--- config.mk ---
export PLATFORM = sky130hd
export DESIGN_NAME = bsf_ram
export DESIGN_NICKNAME = d
export VERILOG_FILES = /design/src/hw/rtl/bsf_ram.sv
export SDC_FILE = /design/constraint.sdc
export NUM_CORES = 1
export LEC_CHECK = 0
export BUFFER_PORTS_ARGS = -buffer_cell sky130_fd_sc_hd__buf_2
export CAP_MARGIN = 20
export CORE_MARGIN = 2
export CORE_UTILIZATION = 40
export DETAILED_ROUTE_END_ITERATION = 10
export PLACE_DENSITY = 0.56
export SYNTH_ARGS = -nofsm -noshare
export SYNTH_HDL_FRONTEND = slang
export SYNTH_SLANG_ARGS = --single-unit
--- constraint.sdc ---
create_clock -name clock -period 2.05 [get_ports clock]
set_input_delay 0.3075 -clock clock [delete_from_list [all_inputs] [get_ports clock]]
set_output_delay 0.3075 -clock clock [all_outputs]
set_load 0.01 [all_outputs]
--- src/hw/rtl/bsf_ram.sv ---
// Generic single-port-write, single-port-read RAM with registered read data.
module bsf_ram #(
   parameter int WIDTH = 8,
   parameter int DEPTH = 64
) (
   input  logic                     clock,
   input  logic                     wr_en,
   input  logic [$clog2(DEPTH)-1:0] wr_addr,
   input  logic [WIDTH-1:0]         wr_data,
   input  logic [$clog2(DEPTH)-1:0] rd_addr,
   output logic [WIDTH-1:0]         rd_data
);

   logic [WIDTH-1:0] mem [DEPTH];
   logic [WIDTH-1:0] rd_data_ff;

   always_ff @(posedge clock) begin
      if (wr_en) begin
         mem[wr_addr] <= wr_data;
      end
      rd_data_ff <= mem[rd_addr];
   end

   assign rd_data = rd_data_ff;

endmodule
==> metrics.txt <==
status completed; Gate Count Post-Synth 940; synth warn 0; max incr delay on CP 0.52 ns; Clk pwr share 43.2%; core area 50000 sq um; # hold bufs at CTS 0; die area 52200 sq um; clk root buf clkbuf_16; Place WS -0.555 ns; sequential power share 51.4%; first-pass GRT wire length 70300 microns; Hold WC Path Type in -> reg; CTS Buf Count 53; CP max FO 1; vias per cell 5.40; Initial DRC Count 983; final hold vios 0; postcts setup bufs 0; syn nets 962; Clock Path Buffers 3; Sw Ratio 20.7%; Core Rows 82; async set-reset flop share out of synthesis 0%; Final nets 1149; Tightest Pin Transition 0.757 ns; fin crit period 2.04 ns; VDD IR max 0.000579 V; drt drc 0; max-slew violation count 0; PnR worst setup slack 0.00731 ns; grt total ovfl 0; via count 9938; CP endpoint kind register; ant diodes 0; Synth cell types 40; die span in x 229 microns; register area share after synthesis 77.0%; crit-path leading delay family multiplexers; Worst Path Required 2.49 ns; GRT Resource Usage Total 18.5%; CP Depth 4; startpoint types register; total power 0.0230 W; Comb pwr share 5.4%; PD cells 957 nW/um^2; synthesized cell area 20200 sq um; most common cell after layout, fill and taps aside edfxtp_1; CP Data Arrival Time 2.48 ns; WP buf/inv 0; Final setup viols 0; Fmax 490 MHz; R2R setup slack 0.007 ns; FF+latch count, synth 520; final worst-path cycle share 99.6%; RSZ-0062 raised after global routing false; CP Class reg -> reg; Relative slew margins 49.6%; CTS Sinks 520; MaxCap Viol Count 0; worst path cell trace mux4_2 > mux4_2 > o21ai_1 > nand2_1; Placer Congestion 0.780; setup_tns 0 ns; Most Frequent Cell on Critical Path mux4_2; P&R area growth vs syn 18.9%; share of layout cells above drive strength 1 35.2%; smallest hold slack 0.194 ns; H-tree depth 2; Post-DP Area 22200 sq um; via count of the first global-routing pass 10300; Routed Antenna Nets 0; dominant synthesized flop cell edfxtp_1; Pre-antenna DRT Iters 5; I/O Pins 30; CTS tree done; Int Pwr 0.0182 W; most frequent cells in the layout edfxtp_1 (512), buf_4 (142), mux4_2 (126), nor2_1 (81), clkbuf_16 (53); Routed WL 47500 microns; post-detailed-route wirelength per cell 25.8 microns; Synth Area per Inst 21.5 sq um; P_leak 7.79 nW; Finished Cell Area 24000 sq um; Setup Skew 0.0165 ns; NetSw 0.00476 W; Post-synth EDFFs 512; CP max-delay cell mux4_2; die height 229 microns; worst reg2reg path depth 4; hpwl dp 30700 microns; hold path depth 3; antenna violations before repair 1; IO buf count 29; largest net degree at the start of global routing 65; starting density of the core 40.4%; Worst-path clk slew 0.06 ns; Skew-Pair Late Insertion Delay 0.59 ns
## per-stage QoR
stage / cells / utilization, %
floorplan: 940 / -
global placement: 1744 / 44.4
detailed placement: 1744 / 44.4
CTS: 1839 / 48.0
global route: 1839 / 48.0
finish: 1839 / 48.0
## synthesized netlist by cell type (6+ instances only)
master,number,area share [%]
nor2b_1,14,0.43
mux2i_1,23,1.1
nand2b_1,7,0.22
o221ai_1,8,0.35
nor2_1,83,1.5
a221oi_1,6,0.26
mux4_2,126,14
o22ai_1,8,0.25
mux2_2,13,0.73
nand2_1,19,0.35
edfxtp_1,512,76
buf_4,13,0.48
buf_2,11,0.27
clkbuf_1,17,0.32
nor3_1,7,0.17
nand3_1,13,0.32
dfxtp_1,8,0.79
## kinds of logic after synthesis
logic type | synth area share [%]
and+or+nand+nor | 3.39
DFF | 77.0
AOI/OAI and AO/OA | 2.07
buffers and inverters | 1.57
muxes | 15.9
## layout make-up
cell class / count / area (sq um)
fill: 4144 / 26000
sequential: 520 / 15500
multi-input combinational: 369 / 4330
timing repair buffer: 183 / 1490
clock buffer: 64 / 1410
tap: 672 / 841
clock inverter: 31 / 383
## state kept, by name (all words and copies together), names as in the netlist
register,cells
mem,512
rd_data,8
## worst min-delay path: stages
cell	delay, ns
buf_2	0.24
nand2_1	0.12
o2bb2ai_1	0.06
## layer usage
| metal | vias up | track usage [%] | wire, microns | part of all wire [%] |
|---|---|---|---|---|
| met2 | 278 | 29.9 | 23100 | 49 |
| met5 | - | 0 | 0 | 0 |
| met4 | 0 | 5.90 | 1320 | 2.8 |
| li1 | 4291 | - | - | - |
| met3 | 74 | 3.61 | 2700 | 5.7 |
| met1 | 5295 | 25.5 | 20400 | 43 |
## power groups by stage
stage,Sequential (W),Clock (W),Combinational [W]
after floorplan,0.0120,0,0.000627
after global placement,0.0120,0,0.00123
after detailed placement,0.0120,0,0.00124
after CTS,0.0118,0.0101,0.00125
after global routing,0.0118,0.0105,0.00132
final,0.0118,0.00992,0.00123
## path summary, 6_finish.rpt
path	startpoint	to
setup / recovery	mem[51][7]	rd_data[7]
hold reg to reg	mem[23][1]	rd_data[1]
hold / removal	rd_addr[5]	rd_data[1]
setup reg to reg	mem[51][7]	rd_data[7]
## what timing repair did
item | CTS | global route
gates resized for setup | 1 | 4
setup endpoints to repair | 1 | 4
endpoints found under the hold margin | 0 | 0
(Power assumes the default switching activity.)
